===== src/hdl/gtst_pkg.sv =====
`default_nettype none
// ----------------------------------------------------------------------------
// gtst_pkg
// shared constants, register codes and types of the segment tracker
// ----------------------------------------------------------------------------
package gtst_pkg;

	localparam int COUNT_BITS_DEF = 16;
	localparam int COORD_BITS_DEF = 18;

	localparam int REG_BITS       = 16;
	localparam int CFG_INDEX_BITS = 2;

	localparam logic [REG_BITS-1:0] GAP_LIMIT_RESET  = 16'd10;
	localparam logic [REG_BITS-1:0] MIN_LENGTH_RESET = 16'd30;

	typedef enum logic [CFG_INDEX_BITS-1:0] {
		REG_GAP_LIMIT  = 2'd0,
		REG_MIN_LENGTH = 2'd1
	} reg_index_t;

	// live register values handed to the tracker
	typedef struct packed {
		logic [REG_BITS-1:0] gap_limit;
		logic [REG_BITS-1:0] min_length;
	} cfg_t;

endpackage : gtst_pkg
`default_nettype wire


===== src/hdl/gtst_sample_if.sv =====
`default_nettype none
// ----------------------------------------------------------------------------
// gtst_sample_if
// valid/ready channel carrying one line sample per word
// ----------------------------------------------------------------------------
interface gtst_sample_if
	import gtst_pkg::*;
#(
	parameter int COORD_BITS = COORD_BITS_DEF
) ();
	logic                         valid;
	logic                         ready;
	logic signed [COORD_BITS-1:0] point_x;
	logic signed [COORD_BITS-1:0] point_y;
	logic                         edge_hit;
	logic                         line_end;

	modport source (
		output valid, point_x, point_y, edge_hit, line_end,
		input  ready
	);

	modport sink (
		input  valid, point_x, point_y, edge_hit, line_end,
		output ready
	);
endinterface : gtst_sample_if
`default_nettype wire


===== src/hdl/gtst_segment_if.sv =====
`default_nettype none
// ----------------------------------------------------------------------------
// gtst_segment_if
// valid/ready channel carrying one finished segment per word
// ----------------------------------------------------------------------------
interface gtst_segment_if
	import gtst_pkg::*;
#(
	parameter int COORD_BITS = COORD_BITS_DEF
) ();
	logic                         valid;
	logic                         ready;
	logic signed [COORD_BITS-1:0] start_x;
	logic signed [COORD_BITS-1:0] start_y;
	logic signed [COORD_BITS-1:0] end_x;
	logic signed [COORD_BITS-1:0] end_y;

	modport source (
		output valid, start_x, start_y, end_x, end_y,
		input  ready
	);

	modport sink (
		input  valid, start_x, start_y, end_x, end_y,
		output ready
	);
endinterface : gtst_segment_if
`default_nettype wire


===== src/hdl/gtst_cfg_regs.sv =====
`default_nettype none
// ----------------------------------------------------------------------------
// gtst_cfg_regs
// gap limit and minimum length registers behind the plain write port
// ----------------------------------------------------------------------------
module gtst_cfg_regs
	import gtst_pkg::*;
(
	input  wire logic                      clk,
	input  wire logic                      arst_n,
	input  wire logic                      cfg_we,
	input  wire logic [CFG_INDEX_BITS-1:0] cfg_index,
	input  wire logic [REG_BITS-1:0]       cfg_data,
	output cfg_t                           cfg
);
	cfg_t cfg_q;

	always_ff @(posedge clk or negedge arst_n) begin
		if (!arst_n) begin
			cfg_q.gap_limit  <= GAP_LIMIT_RESET;
			cfg_q.min_length <= MIN_LENGTH_RESET;
		end else if (cfg_we) begin
			// unknown indexes are dropped
			unique case (cfg_index)
				REG_GAP_LIMIT:  cfg_q.gap_limit  <= cfg_data;
				REG_MIN_LENGTH: cfg_q.min_length <= cfg_data;
				default:        ;
			endcase
		end
	end

	assign cfg = cfg_q;

endmodule : gtst_cfg_regs
`default_nettype wire


===== src/hdl/gtst_track.sv =====
`default_nettype none
// ----------------------------------------------------------------------------
// gtst_track
// open-segment state and its per-sample update, with the close decision
// ----------------------------------------------------------------------------
module gtst_track
	import gtst_pkg::*;
#(
	parameter int COUNT_BITS = COUNT_BITS_DEF,
	parameter int COORD_BITS = COORD_BITS_DEF
) (
	input  wire logic                         clk,
	input  wire logic                         arst_n,
	input  wire logic                         advance,
	input  wire logic                         hit,
	input  wire logic                         last,
	input  wire logic signed [COORD_BITS-1:0] px,
	input  wire logic signed [COORD_BITS-1:0] py,
	input  wire cfg_t                         cfg,
	output logic                              emit,
	output logic signed [COORD_BITS-1:0]      start_x,
	output logic signed [COORD_BITS-1:0]      start_y,
	output logic signed [COORD_BITS-1:0]      end_x,
	output logic signed [COORD_BITS-1:0]      end_y
);
	localparam int CMP_BITS = (COUNT_BITS > REG_BITS) ? COUNT_BITS : REG_BITS;

	logic                         open_q;
	logic [COUNT_BITS-1:0]        hit_cnt_q;
	logic [COUNT_BITS-1:0]        miss_cnt_q;
	logic signed [COORD_BITS-1:0] first_x_q;
	logic signed [COORD_BITS-1:0] first_y_q;
	logic signed [COORD_BITS-1:0] latest_x_q;
	logic signed [COORD_BITS-1:0] latest_y_q;

	logic                         open_d;
	logic [COUNT_BITS-1:0]        hit_cnt_d;
	logic [COUNT_BITS-1:0]        miss_cnt_d;
	logic signed [COORD_BITS-1:0] first_x_d;
	logic signed [COORD_BITS-1:0] first_y_d;
	logic signed [COORD_BITS-1:0] latest_x_d;
	logic signed [COORD_BITS-1:0] latest_y_d;

	logic [COUNT_BITS-1:0]        hit_base;
	logic [COUNT_BITS-1:0]        miss_inc;
	logic                         gap_close;
	logic                         end_close;
	logic                         long_enough;

	always_comb begin
		open_d     = open_q;
		hit_cnt_d  = hit_cnt_q;
		miss_cnt_d = miss_cnt_q;
		first_x_d  = first_x_q;
		first_y_d  = first_y_q;
		latest_x_d = latest_x_q;
		latest_y_d = latest_y_q;
		gap_close  = 1'b0;

		hit_base = open_q ? hit_cnt_q : '0;
		miss_inc = (&miss_cnt_q) ? miss_cnt_q : miss_cnt_q + 1'b1;

		if (hit) begin
			open_d = 1'b1;
			if (!open_q) begin
				first_x_d = px;
				first_y_d = py;
			end
			hit_cnt_d  = (&hit_base) ? hit_base : hit_base + 1'b1;
			miss_cnt_d = '0;
			latest_x_d = px;
			latest_y_d = py;
		end else if (open_q) begin
			miss_cnt_d = miss_inc;
			gap_close  = CMP_BITS'(miss_inc) > CMP_BITS'(cfg.gap_limit);
		end

		// gap close and line end never both fire: end_close is masked by gap_close
		end_close   = last && open_d && !gap_close;
		long_enough = CMP_BITS'(hit_cnt_d) >= CMP_BITS'(cfg.min_length);
		emit        = (gap_close || end_close) && long_enough;

		if (gap_close || last) begin
			open_d     = 1'b0;
			hit_cnt_d  = '0;
			miss_cnt_d = '0;
		end
	end

	always_ff @(posedge clk or negedge arst_n) begin
		if (!arst_n) begin
			open_q     <= 1'b0;
			hit_cnt_q  <= '0;
			miss_cnt_q <= '0;
		end else if (advance) begin
			open_q     <= open_d;
			hit_cnt_q  <= hit_cnt_d;
			miss_cnt_q <= miss_cnt_d;
		end
	end

	// coordinates are only read while a segment is open
	always_ff @(posedge clk) begin
		if (advance) begin
			first_x_q  <= first_x_d;
			first_y_q  <= first_y_d;
			latest_x_q <= latest_x_d;
			latest_y_q <= latest_y_d;
		end
	end

	assign start_x = first_x_d;
	assign start_y = first_y_d;
	assign end_x   = latest_x_d;
	assign end_y   = latest_y_d;

endmodule : gtst_track
`default_nettype wire


===== src/hdl/gap_tolerant_segment_tracker.sv =====
`default_nettype none
// ----------------------------------------------------------------------------
// gap_tolerant_segment_tracker
// finds edge segments along one scanned line, bridging short gaps
// ----------------------------------------------------------------------------
// Samples along a candidate line come in one word per cycle; each word holds
// a Q13.4 point and an edge-hit flag (bounds test already applied). The block
// keeps one open segment and closes it once more than gap_limit misses in a
// row follow its last hit, or at the word flagged line_end. A closed segment
// with at least min_length hits leaves as one word carrying its first and
// last hit points; line_end also clears the tracker for the next line. Hit
// and miss counts saturate. Throughput is one sample per cycle while no
// finished segment waits unread: the whole state update of a sample is
// combinational logic between the input register and the result register,
// which holds its segment word. The output register lets the next sample
// enter while a finished segment still waits; only a sample that arrives
// while the result register is full and unread is held back. Configuration
// writes are expected only while the block is idle.
// ----------------------------------------------------------------------------
module gap_tolerant_segment_tracker
	import gtst_pkg::*;
#(
	parameter int COUNT_BITS = COUNT_BITS_DEF,
	parameter int COORD_BITS = COORD_BITS_DEF
) (
	input  wire logic                      clk,
	input  wire logic                      arst_n,
	// register write port
	input  wire logic                      cfg_we,
	input  wire logic [CFG_INDEX_BITS-1:0] cfg_index,
	input  wire logic [REG_BITS-1:0]       cfg_data,
	// sample words in, segment words out
	gtst_sample_if.sink                    samples,
	gtst_segment_if.source                 segments
);
	cfg_t cfg;

	// input register
	logic                         valid_s1;
	logic signed [COORD_BITS-1:0] px_s1;
	logic signed [COORD_BITS-1:0] py_s1;
	logic                         hit_s1;
	logic                         last_s1;

	// result register
	logic                         out_valid_q;
	logic signed [COORD_BITS-1:0] start_x_q;
	logic signed [COORD_BITS-1:0] start_y_q;
	logic signed [COORD_BITS-1:0] end_x_q;
	logic signed [COORD_BITS-1:0] end_y_q;

	logic                         advance;
	logic                         emit;
	logic signed [COORD_BITS-1:0] seg_start_x;
	logic signed [COORD_BITS-1:0] seg_start_y;
	logic signed [COORD_BITS-1:0] seg_end_x;
	logic signed [COORD_BITS-1:0] seg_end_y;

	gtst_cfg_regs u_cfg_regs (
		.clk       (clk),
		.arst_n    (arst_n),
		.cfg_we    (cfg_we),
		.cfg_index (cfg_index),
		.cfg_data  (cfg_data),
		.cfg       (cfg)
	);

	// the sample in the input register is processed once the result
	// register is free or is being read in this cycle
	assign advance       = valid_s1 && (!out_valid_q || segments.ready);
	assign samples.ready = !valid_s1 || advance;

	always_ff @(posedge clk or negedge arst_n) begin
		if (!arst_n) begin
			valid_s1 <= 1'b0;
		end else if (samples.ready) begin
			valid_s1 <= samples.valid;
		end
	end

	always_ff @(posedge clk) begin
		if (samples.ready && samples.valid) begin
			px_s1   <= samples.point_x;
			py_s1   <= samples.point_y;
			hit_s1  <= samples.edge_hit;
			last_s1 <= samples.line_end;
		end
	end

	gtst_track #(
		.COUNT_BITS (COUNT_BITS),
		.COORD_BITS (COORD_BITS)
	) u_track (
		.clk     (clk),
		.arst_n  (arst_n),
		.advance (advance),
		.hit     (hit_s1),
		.last    (last_s1),
		.px      (px_s1),
		.py      (py_s1),
		.cfg     (cfg),
		.emit    (emit),
		.start_x (seg_start_x),
		.start_y (seg_start_y),
		.end_x   (seg_end_x),
		.end_y   (seg_end_y)
	);

	// result word: loaded when a processed sample closes a long segment
	always_ff @(posedge clk or negedge arst_n) begin
		if (!arst_n) begin
			out_valid_q <= 1'b0;
		end else if (advance) begin
			out_valid_q <= emit;
		end else if (segments.ready) begin
			out_valid_q <= 1'b0;
		end
	end

	always_ff @(posedge clk) begin
		if (advance && emit) begin
			start_x_q <= seg_start_x;
			start_y_q <= seg_start_y;
			end_x_q   <= seg_end_x;
			end_y_q   <= seg_end_y;
		end
	end

	assign segments.valid   = out_valid_q;
	assign segments.start_x = start_x_q;
	assign segments.start_y = start_y_q;
	assign segments.end_x   = end_x_q;
	assign segments.end_y   = end_y_q;

endmodule : gap_tolerant_segment_tracker
`default_nettype wire

===== src/flat_wrapper.sv =====
// flat-port wrapper written by rule: the top's interface ports become plain ports
module gap_tolerant_segment_tracker_flat import gtst_pkg::*;
#(
	parameter int COUNT_BITS = COUNT_BITS_DEF,
	parameter int COORD_BITS = COORD_BITS_DEF
)
  (clk, arst_n, cfg_we, cfg_index, cfg_data, samples_valid, samples_point_x, samples_point_y, samples_edge_hit, samples_line_end, samples_ready, segments_valid, segments_start_x, segments_start_y, segments_end_x, segments_end_y, segments_ready);
  gtst_sample_if #(.COORD_BITS(COORD_BITS)) samples_i ();
  gtst_segment_if #(.COORD_BITS(COORD_BITS)) segments_i ();
  input  wire logic clk;
  input  wire logic arst_n;
  input  wire logic cfg_we;
  input  wire logic [CFG_INDEX_BITS-1:0] cfg_index;
  input  wire logic [REG_BITS-1:0] cfg_data;
  input wire logic [$bits(samples_i.valid)-1:0] samples_valid;
  input wire logic [$bits(samples_i.point_x)-1:0] samples_point_x;
  input wire logic [$bits(samples_i.point_y)-1:0] samples_point_y;
  input wire logic [$bits(samples_i.edge_hit)-1:0] samples_edge_hit;
  input wire logic [$bits(samples_i.line_end)-1:0] samples_line_end;
  output wire logic [$bits(samples_i.ready)-1:0] samples_ready;
  output wire logic [$bits(segments_i.valid)-1:0] segments_valid;
  output wire logic [$bits(segments_i.start_x)-1:0] segments_start_x;
  output wire logic [$bits(segments_i.start_y)-1:0] segments_start_y;
  output wire logic [$bits(segments_i.end_x)-1:0] segments_end_x;
  output wire logic [$bits(segments_i.end_y)-1:0] segments_end_y;
  input wire logic [$bits(segments_i.ready)-1:0] segments_ready;
  assign samples_i.valid = samples_valid;
  assign samples_i.point_x = samples_point_x;
  assign samples_i.point_y = samples_point_y;
  assign samples_i.edge_hit = samples_edge_hit;
  assign samples_i.line_end = samples_line_end;
  assign samples_ready = samples_i.ready;
  assign segments_valid = segments_i.valid;
  assign segments_start_x = segments_i.start_x;
  assign segments_start_y = segments_i.start_y;
  assign segments_end_x = segments_i.end_x;
  assign segments_end_y = segments_i.end_y;
  assign segments_i.ready = segments_ready;
  gap_tolerant_segment_tracker #(.COUNT_BITS(COUNT_BITS), .COORD_BITS(COORD_BITS)) u_core (.clk(clk), .arst_n(arst_n), .cfg_we(cfg_we), .cfg_index(cfg_index), .cfg_data(cfg_data), .samples(samples_i), .segments(segments_i));
endmodule

===== config.mk =====
export PLATFORM = sky130hd
export DESIGN_NAME = gap_tolerant_segment_tracker_flat
export DESIGN_NICKNAME = d
export VERILOG_FILES = /design/src/hdl/gtst_pkg.sv /design/src/hdl/gtst_sample_if.sv /design/src/hdl/gtst_segment_if.sv /design/src/hdl/gtst_cfg_regs.sv /design/src/hdl/gtst_track.sv /design/src/hdl/gap_tolerant_segment_tracker.sv /design/src/flat_wrapper.sv
export SDC_FILE = /design/constraint.sdc
export NUM_CORES = 1
export LEC_CHECK = 0
export CAP_MARGIN = 20
export CORE_MARGIN = 8
export CORE_UTILIZATION = 36
export CTS_CLUSTER_SIZE = 8
export DETAILED_ROUTE_END_ITERATION = 8
export DONT_BUFFER_PORTS = 1
export PLACE_DENSITY = 0.6
export SYNTH_ARGS = -nofsm -noshare
export SYNTH_HDL_FRONTEND = slang
export SYNTH_HIERARCHICAL = 1
export SYNTH_SLANG_ARGS = --single-unit
export TNS_END_PERCENT = 1

===== constraint.sdc =====
create_clock -name clk -period 21 [get_ports clk]
set_clock_uncertainty 0.05 [all_clocks]
set_input_delay 3.15 -clock clk [delete_from_list [all_inputs] [get_ports clk]]
set_output_delay 3.15 -clock clk [all_outputs]
set_load 0.005 [all_outputs]

==> results.txt, run 1 <==
Endpoint of the most critical setup path: samples_ready. The run gives 902 as the post-synthesis net count. On the critical path, the stage with the largest delay is an instance of nand3b_4. The tool flagged a number of max-cap violations equal to 0. TritonCTS built the clock tree. The share of layout cells above drive strength 1 is 0.169.

After filler insertion, the fill cell instance count of the layout stands at 2770. The share of synthesized flip-flops with an asynchronous set or reset works out to 0.269. Traced cell by cell, the critical path runs through nand3b_4. The delay contributed by the slowest stage of the critical path was 150 ps; the buffer levels on the longest clock path was 3. Required time of the critical path: 17800 ps.

The post-detailed-route wirelength per cell was 18.8 µm; the number of setup violations in the final report was 0. The setup slack on the worst flop-to-flop path is 15510 ps, and the standard cell core area is 29500 µm². Dividing total power by cell area gives a power density of 99.3 nW/µm². The clock-pin slew on the worst setup and hold paths was 40 ps. After clock tree synthesis, the repair step resized 0 gates. Worst endpoint data arrival time: 3300 ps. The worst setup path is launched from a primary input. The final worst-path cycle share was 0.309; the number of nets in the final layout was 923. The min-delay analysis places its worst path in the category flip-flop to flip-flop. 135 I/O pins were placed.

The detailed router finished its first iteration with 428 violations. Port buffering added 0 buffers. The post-detailed-routing wire length was 23200 µm; the area growth from synthesis to layout was 14.2%.

The overall global routing resource usage was 0.128. The final weighted congestion of routability-driven global placement is 0.802, and the width of the chip is 188 µm. The worst ir drop on vdd is 90.8 µV. At the pin with the least slew margin, the transition time is 1040 ps. Summing all multi-input logic gate instances after layout gives 3280 µm². Of all nets on the critical path, the largest fanout is 3.

Clock latency on the worst-skew pair, taken at its later pin, is 520 ps. The setup path with the least slack is of type primary input to primary output. The run gives 4.81 nW as the leakage power. The run gives 0 as the number of DRC violations after detailed routing.

Setup repair after global routing left no endpoint under its margin. The register with the most flip-flops in the layout has 32 of them. The number of hold buffers added after CTS is 0. The max-slew violation count came out at 0.

The worst max-slew margin expressed relative to the limit was 0.308. The kind of cell with the highest combined delay along the critical path is simple AND/OR/NAND/NOR gates. The count of buffering cells on the critical path with inverters included works out to 0. The tools report the start point of the critical path as segments_ready. After global routing the overflow that remains totals 0. Based on the critical path, the design can be clocked at up to 154 MHz. Measured in cells, the most critical reg-to-reg path has a length of 16. In the synthesized netlist the dominant register cell turns out to be edfxtp_1.

The number of clock buffers added by TritonCTS is 37. The logs give 0.668 for the fraction of the yosys area taken by sequential cells and 14300 µm for the half-perimeter wire length after placement. Number of vias per cell: 5.04.

The tree built by TritonCTS fans out to 249 sinks. For the effective utilization at floorplan, the log shows 0.363. From bottom edge to top edge, the die measures 188 µm. After routing, the total negative slack on setup checks comes to 0 ps. The cell count along the critical path was 1. The via count of the first global-routing pass is 6393, and the count of flip-flops with a built-in enable after synthesis is 182. The remaining antenna violation count after routing was 0. For this block, the via count after detailed routing is 6217. For the initial antenna violation count, the log shows 5. In this run the critical register-to-register path is captured at u_core/segments.end_x[1]. The run gives 36200 µm as the global-route wire length before repair. The first-pass iteration count of the detailed router is 7, and the pin count of the biggest net entering global routing is 73. In this run the cell area of the synthesized design comes to 10700 µm². Cell at the root of the clock tree: clkbuf_16.

The number of different library cells used by synthesis comes to 60. STA classifies the critical path endpoint as a primary output. The run gives 807 as the post-synthesis instance total. The total setup buffers inserted after CTS is 0.

The run finished with clean final reports. The die covers 35500 µm². The logs give 0 for the final hold violation count and 454 ps for the minimum hold slack. The placement row count came out at 63. The final critical delay including setup and external delays was 6500 ps; the number of synthesized register bits was 249. During synthesis, Yosys emitted a total of 6 warnings. The H-tree was split into 2 levels. The sequential cells in the finished layout cover a total of 7150 µm². The reg-to-reg critical path startpoint is u_core/u_track/miss_cnt_q[0].

Dividing the synthesized area by the synthesized cell count gives 13.3 µm².
==> cell type report <==
class | count | share of cell area
Inverter | 48 | 0.0147
Tap cell | 390 | 0.0399
Clock buffer | 50 | 0.0815
Sequential cell | 249 | 0.585
Timing Repair Buffer | 7 | 0.00461
Multi-Input combinational cell | 485 | 0.269
Antenna cell | 1 | 0.000205
Clock inverter | 3 | 0.00543
==> where the power goes <==
part,internal (mW),leakage [nW],total [mW],switching [mW]
registers,0.570,2.58,0.585,0.0143
logic,0.0339,1.71,0.0831,0.0491
clock network,0.340,0.513,0.546,0.206
==> synth_stat cells (16+ instances only) <==
cell type / number / area share
nand3_1: 20 / 0.0094
dfrtp_1: 61 / 0.14
edfxtp_1: 182 / 0.51
a31oi_1: 16 / 0.0094
a21oi_1: 30 / 0.014
ha_1: 34 / 0.040
inv_1: 47 / 0.016
nand2_1: 140 / 0.049
o21ai_0: 24 / 0.011
mux2_2: 69 / 0.073
clkbuf_1: 16 / 0.0056
nor2_1: 31 / 0.011
nand4_1: 16 / 0.0094
==> stage by stage <==
| step | std cells | utilization | area (µm²) | setup WS [ps] | total power, mW |
|---|---|---|---|---|---|
| after floorplan | 807 | - | 10700 | 13960 | 0.654 |
| after global placement | 1178 | 0.378 | 11100 | 14500 | 0.675 |
| after detailed placement | 1179 | 0.378 | 11200 | 14500 | 0.678 |
| after CTS | 1232 | 0.414 | 12200 | 14500 | 1.23 |
| after global routing | 1233 | 0.415 | 12200 | 14500 | 1.27 |
| final | 1233 | 0.415 | 12200 | 14500 | 1.21 |
==> cell families after synthesis <==
| logic type | after synthesis | synth area share |
|---|---|---|
| AO/OA/AOI/OAI | 102 | 0.0602 |
| XOR/XNOR | 18 | 0.0147 |
| adder cells (fa/ha/maj) | 34 | 0.0397 |
| buffers and inverters | 73 | 0.0277 |
| flip-flops | 249 | 0.668 |
| multiplexers | 71 | 0.0749 |
| AND/OR/NAND/NOR | 260 | 0.115 |
==> placed cells by master, fill, tap and decap left out, drive strengths merged, types with 3 or more instances in the layout <==
master and n:
and2 4, nand2 140, nand2b 10, clkbuf 50, and3 10, o22ai 4, edfxtp 182, nand3 21
nand3b 3, dfrtp 61, a31oi 16, a22o 3, ha 34, a21oi 30, nor4 5, o21ai 26
inv 48, nand4 17, dfstp 6, buf 7, a21o 5, mux2 70, nor2b 3, xor2 8
a211oi 5, nor2 33, xnor2 10, nor3 7
==> layer usage <==
metal  GRT usage  routed length [µm]
met1       0.149                9520
met2       0.198               10400
met3      0.0738                2790
met4      0.0352                 414
met5           0                  34
==> worst min path at each step <==
stage,from,to,slack [ps],depth (start not counted)
final,u_core/u_cfg_regs/cfg[28],u_core/u_cfg_regs/cfg[28],450,1
after global routing,u_core/u_cfg_regs/cfg[28],u_core/u_cfg_regs/cfg[28],470,1
after detailed placement,u_core/u_cfg_regs/cfg[31],u_core/u_cfg_regs/cfg[31],450,1
after CTS,u_core/u_cfg_regs/cfg[28],u_core/u_cfg_regs/cfg[28],460,1
after floorplan,u_core/u_track/miss_cnt_q[3],u_core/u_track/miss_cnt_q[3],420,1
after global placement,u_core/u_cfg_regs/cfg[10],u_core/u_cfg_regs/cfg[10],440,1
(Power assumes the default switching activity.)
==> inputs of run 2 (changes only) <==
ABC_AREA = 1   (was default)
PLACE_DENSITY = 0.62   (was 0.6)
clock period = 5.2 ns   (was 21 ns; I/O delays follow)
==> run 2 against run 1 <==
Net effect: register-to-register slack got worse by 15000 ps; wire length rose by 15%; global-route usage increased by 1.1 points; core utilization decreased by 0.47 points; non-clock buffer count unchanged; final cell count rose by 28%; die area is 6.5% higher; highest routed layer unchanged; hold slack got worse by 400 ps; sequential power grew to 4.2 times the previous value; first-iteration DRC count up 16%; flip-flop and latch count is the same.
==> results.txt, run 2 <==
The total setup buffers inserted after CTS is 0 (unchanged), and the first-pass iteration count of the detailed router is 5 (-2). Standard cell core area: 31500 µm² (+6.8%). The remaining antenna violation count after routing was 0 (unchanged). The tightest min-delay check is of the primary input to async pin type.

Width of the chip: 194 µm (+3.2%). The placement row count was 65 (+3.2%). The tools report the timing-limited maximum frequency as 233 MHz. For the total congestion overflow after global routing, the log shows 0 (unchanged). The flip-flop and latch area came out at 7150 µm² (unchanged).

Leaving out fill and tap cells, the most frequent cells in the layout are nand2_1 (385), edfxtp_1 (182), inv_1 (134), nor2_1 (69), dfrtp_1 (61). The cell count along the critical path is 24 (+23), and the synthesized cell area is 11500 µm² (+7.1%). The root buffer cell chosen for the clock tree is clkbuf_16. For the effective utilization at floorplan, the log shows 0.364 (+0.00130).

The area share of the largest cell type after synthesis was 0.477 (-0.0340). The count of buffering cells on the critical path with inverters included is 5 (+5). The ratio of total power to cell area came out at 401 nW/µm² (+300%). The initial antenna violation count came out at 2 (-3).

The cell type with the highest occurrence count on the critical path is nand2_1. Die height: 194 µm (+3.2%). The run finished with clean final reports.

The half-perimeter wire length after placement is 17400 µm (+22%). The CTS H-tree depth was 2 (unchanged); the max-slew violation count was 0 (unchanged). The share of synthesized flip-flops with an asynchronous set or reset works out to 0.269 (unchanged). The post-synthesis net count came out at 1250 (+39%).

The count of fill cells added during filler insertion is 3010 (+8.7%). The startpoint identified for the worst register-to-register timing path is u_core/u_track/open_q. The run gives 3560 µm² (+8.5%) as the multi-input combinational cell area. The number of I/O pins was 135 (unchanged); the count of port buffers added during placement was 0 (unchanged). Leaving out fill and tap cells, the most frequent cell in the layout is nand2_1. The count of flip-flops with a built-in enable after synthesis is 182 (unchanged). The flip-flop count of the largest register after layout came out at 32 (unchanged). For the post-synthesis instance total, the log shows 1155 (+43%).

The worst endpoint data arrival time was 4400 ps (+1100 ps). The final weighted congestion of routability-driven global placement was 0.848 (+5.8%). The total via count after detailed routing came out at 7749 (+25%).

After synthesis, the cell types taking the most area are edfxtp_1 (48%), dfrtp_1 (13%), nand2_1 (13%). The worst register-to-register path ends at u_core/segments.start_x[1]. The global-route wire length before repair is 42400 µm (+17%). The leakage power was 5.66 nW (+18%). TritonCTS built the clock tree. The number of distinct standard cells referenced by the synthesized netlist was 39 (-35%).

The number of setup violations in the final report was 0 (unchanged). The logs give 0.623 (-0.0445) for the fraction of the yosys area taken by sequential cells and 0.297 (-0.0109) for the worst max-slew margin expressed relative to the limit. The tools report the count of routing violations after the opening detailed-route iteration as 498 (+16%). Maximum fanout along the worst path: 72 (+69). Sorting the synthesized cells by how often they occur yields nand2_1 (385), edfxtp_1 (182), inv_1 (136). Number of violations of the max-capacitance limit: 0 (unchanged). The share of layout cells above drive strength 1 was 0.0741 (-0.0945); the buffer levels on the longest clock path was 3 (unchanged). Setup repair after global routing left no endpoint under its margin. By startpoint and endpoint, the worst setup path is classified as flip-flop to flip-flop. The tools report the final hold violation count as 0 (unchanged).

The number of nets in the final layout came out at 1255 (+36%). The critical path endpoint category is a flip-flop. The tools report the number of warnings reported in the yosys synthesis log as 6 (unchanged). The worst setup path is launched from a flip-flop. The most used flip-flop cell after synthesis is edfxtp_1. Final setup TNS: 0 ps (unchanged). The tools report the start point of the critical path as u_core/u_track/open_q. The number of vias per cell came out at 4.91 (-2.5%). In the post-synthesis netlist, the cell with the most instances is nand2_1. The area growth from synthesis to layout is 12.5%. The worst-margin pin slew works out to 1050 ps (+16.4 ps). The cell family contributing the most delay on the critical path is simple AND/OR/NAND/NOR gates.

Walking the worst path, the cells encountered are nand2_1 -> inv_2 -> ha_1 -> nand2_1 -> nor2_1 -> inv_1 -> nor2_4 -> nand2_2 -> o21ai_0 -> nand2_1 -> nand2_1 -> inv_1 -> ha_1 -> a21oi_1 -> o21ai_0 -> nand2_1 -> nand2_1 -> nand2_1 -> nand2_1 -> a21oi_1 -> a21oi_1 -> inv_1 -> nor2_4 -> buf_12. The number of DRC violations after detailed routing came out at 0 (unchanged). The post-detailed-route wirelength per cell works out to 16.9 µm (-9.8%). Worst setup margin: 915 ps (-13590 ps).

The cell area after layout is 12900 µm² (+5.5%), and the via count of the first global-routing pass is 7530 (+18%). The number of CTS-inserted buffers was 37 (unchanged); the full die area was 37800 µm² (+6.5%). The logs give 530 ps (about the same) for the insertion delay to the later sink of the worst-skew pair and 0.139 (+0.0113) for the overall global routing resource usage. For the number of clock sinks seen by CTS, the log shows 249 (unchanged).

The delay contributed by the slowest stage of the critical path works out to 590 ps (+440 ps). Top cell type by total area after synthesis: edfxtp_1. The final worst-path cycle share was 0.824; the post-detailed-placement cell area was 11800 µm² (+5.8%).

The run gives 26700 µm (+15%) as the post-detailed-routing wire length. The average instance area after synthesis was 9.93 µm² (-25%); the clock-pin slew on the worst setup and hold paths was 50 ps (about the same). The tools report the setup slack on the worst flop-to-flop path as 910 ps (-14600 ps). The slowest stage of the critical path belongs to the cell dfrtp_1.

The worst ir drop on vdd is 249 µV (+170%), and the required time of the critical path is 5310 ps (-12490 ps). The pin count of the biggest net entering global routing is 74 (+1.4%), and the final critical delay including setup and external delays is 4290 ps. The worst reg-to-reg path cell count is 24 (+8). The number of synthesized register bits came out at 249 (unchanged). The worst setup slack after placement was 977 ps (-13520 ps).
[run 2: cell count changes after synthesis, moves of 26 or more]
| cell | change |
|---|---|
| nor2_1 | +40 |
| nand4_1 | +26 |
| inv_1 | +89 |
| nand2_1 | +245 |
| mux2_2 | -69 |
| nand3_1 | +33 |
[run 2: layout make-up]
cell class / count / share of cell area
Antenna cell: 1 / 0.000194
Clock buffer: 50 / 0.0772
Clock inverter: 3 / 0.00514
Inverter: 142 / 0.0414
Multi-Input combinational cell: 723 / 0.276
Sequential cell: 249 / 0.554
Tap cell: 402 / 0.0390
Timing Repair Buffer: 7 / 0.00660
[run 2: cells by family (layout without fill, tap and decap cells)]
| kind of cell | count (synthesis) | count (layout) | share of synthesized area |
|---|---|---|---|
| other | 0 | 1 | 0 |
| buffers and inverters | 183 | 202 | 0.0668 |
| DFF | 249 | 249 | 0.623 |
| xor gates and xnor gates | 12 | 12 | 0.00917 |
| adders and majority gates | 34 | 34 | 0.0371 |
| AOI/OAI and AO/OA | 98 | 98 | 0.0479 |
| and+or+nand+nor | 579 | 579 | 0.216 |
[run 2: how the worst max path moves through the flow]
stage | endpoint | slack, ps
finish | u_core/segments.start_x[1] | 910
global route | u_core/segments.end_x[3] | 380
CTS | u_core/segments.start_x[10] | 950
detailed placement | u_core/segments.start_x[10] | 980
global placement | u_core/segments.end_x[17] | 1080
floorplan | u_core/segments.end_x[0] | 190
[run 2: repair_timing]
action / in CTS / in global routing
hold endpoints to repair: 61 / 0
hold buffers: 1 / 0
resized for setup: 0 / 0
[run 2: per-stage QoR]
step,hold WS (ps),total power [mW],std cells,util
after floorplan,392,2.85,1155,-
after global placement,405,2.97,1522,0.375
after detailed placement,405,2.99,1522,0.375
after CTS,25.0,5.25,1576,0.410
after global routing,24.8,5.42,1576,0.410
final,51.4,5.18,1577,0.410
[run 2: metal layers]
layer	wire, µm	vias to the layer above	GRT usage
met5	30	-	0
met4	554	4	0.0433
met3	2080	48	0.0397
met2	11900	246	0.216
met1	12100	3636	0.185
li1	-	3815	-
[run 2: report_power, final]
| part | switching [mW] | internal [mW] |
|---|---|---|
| registers | 0.0895 | 2.39 |
| clock network | 0.836 | 1.37 |
| logic | 0.347 | 0.142 |
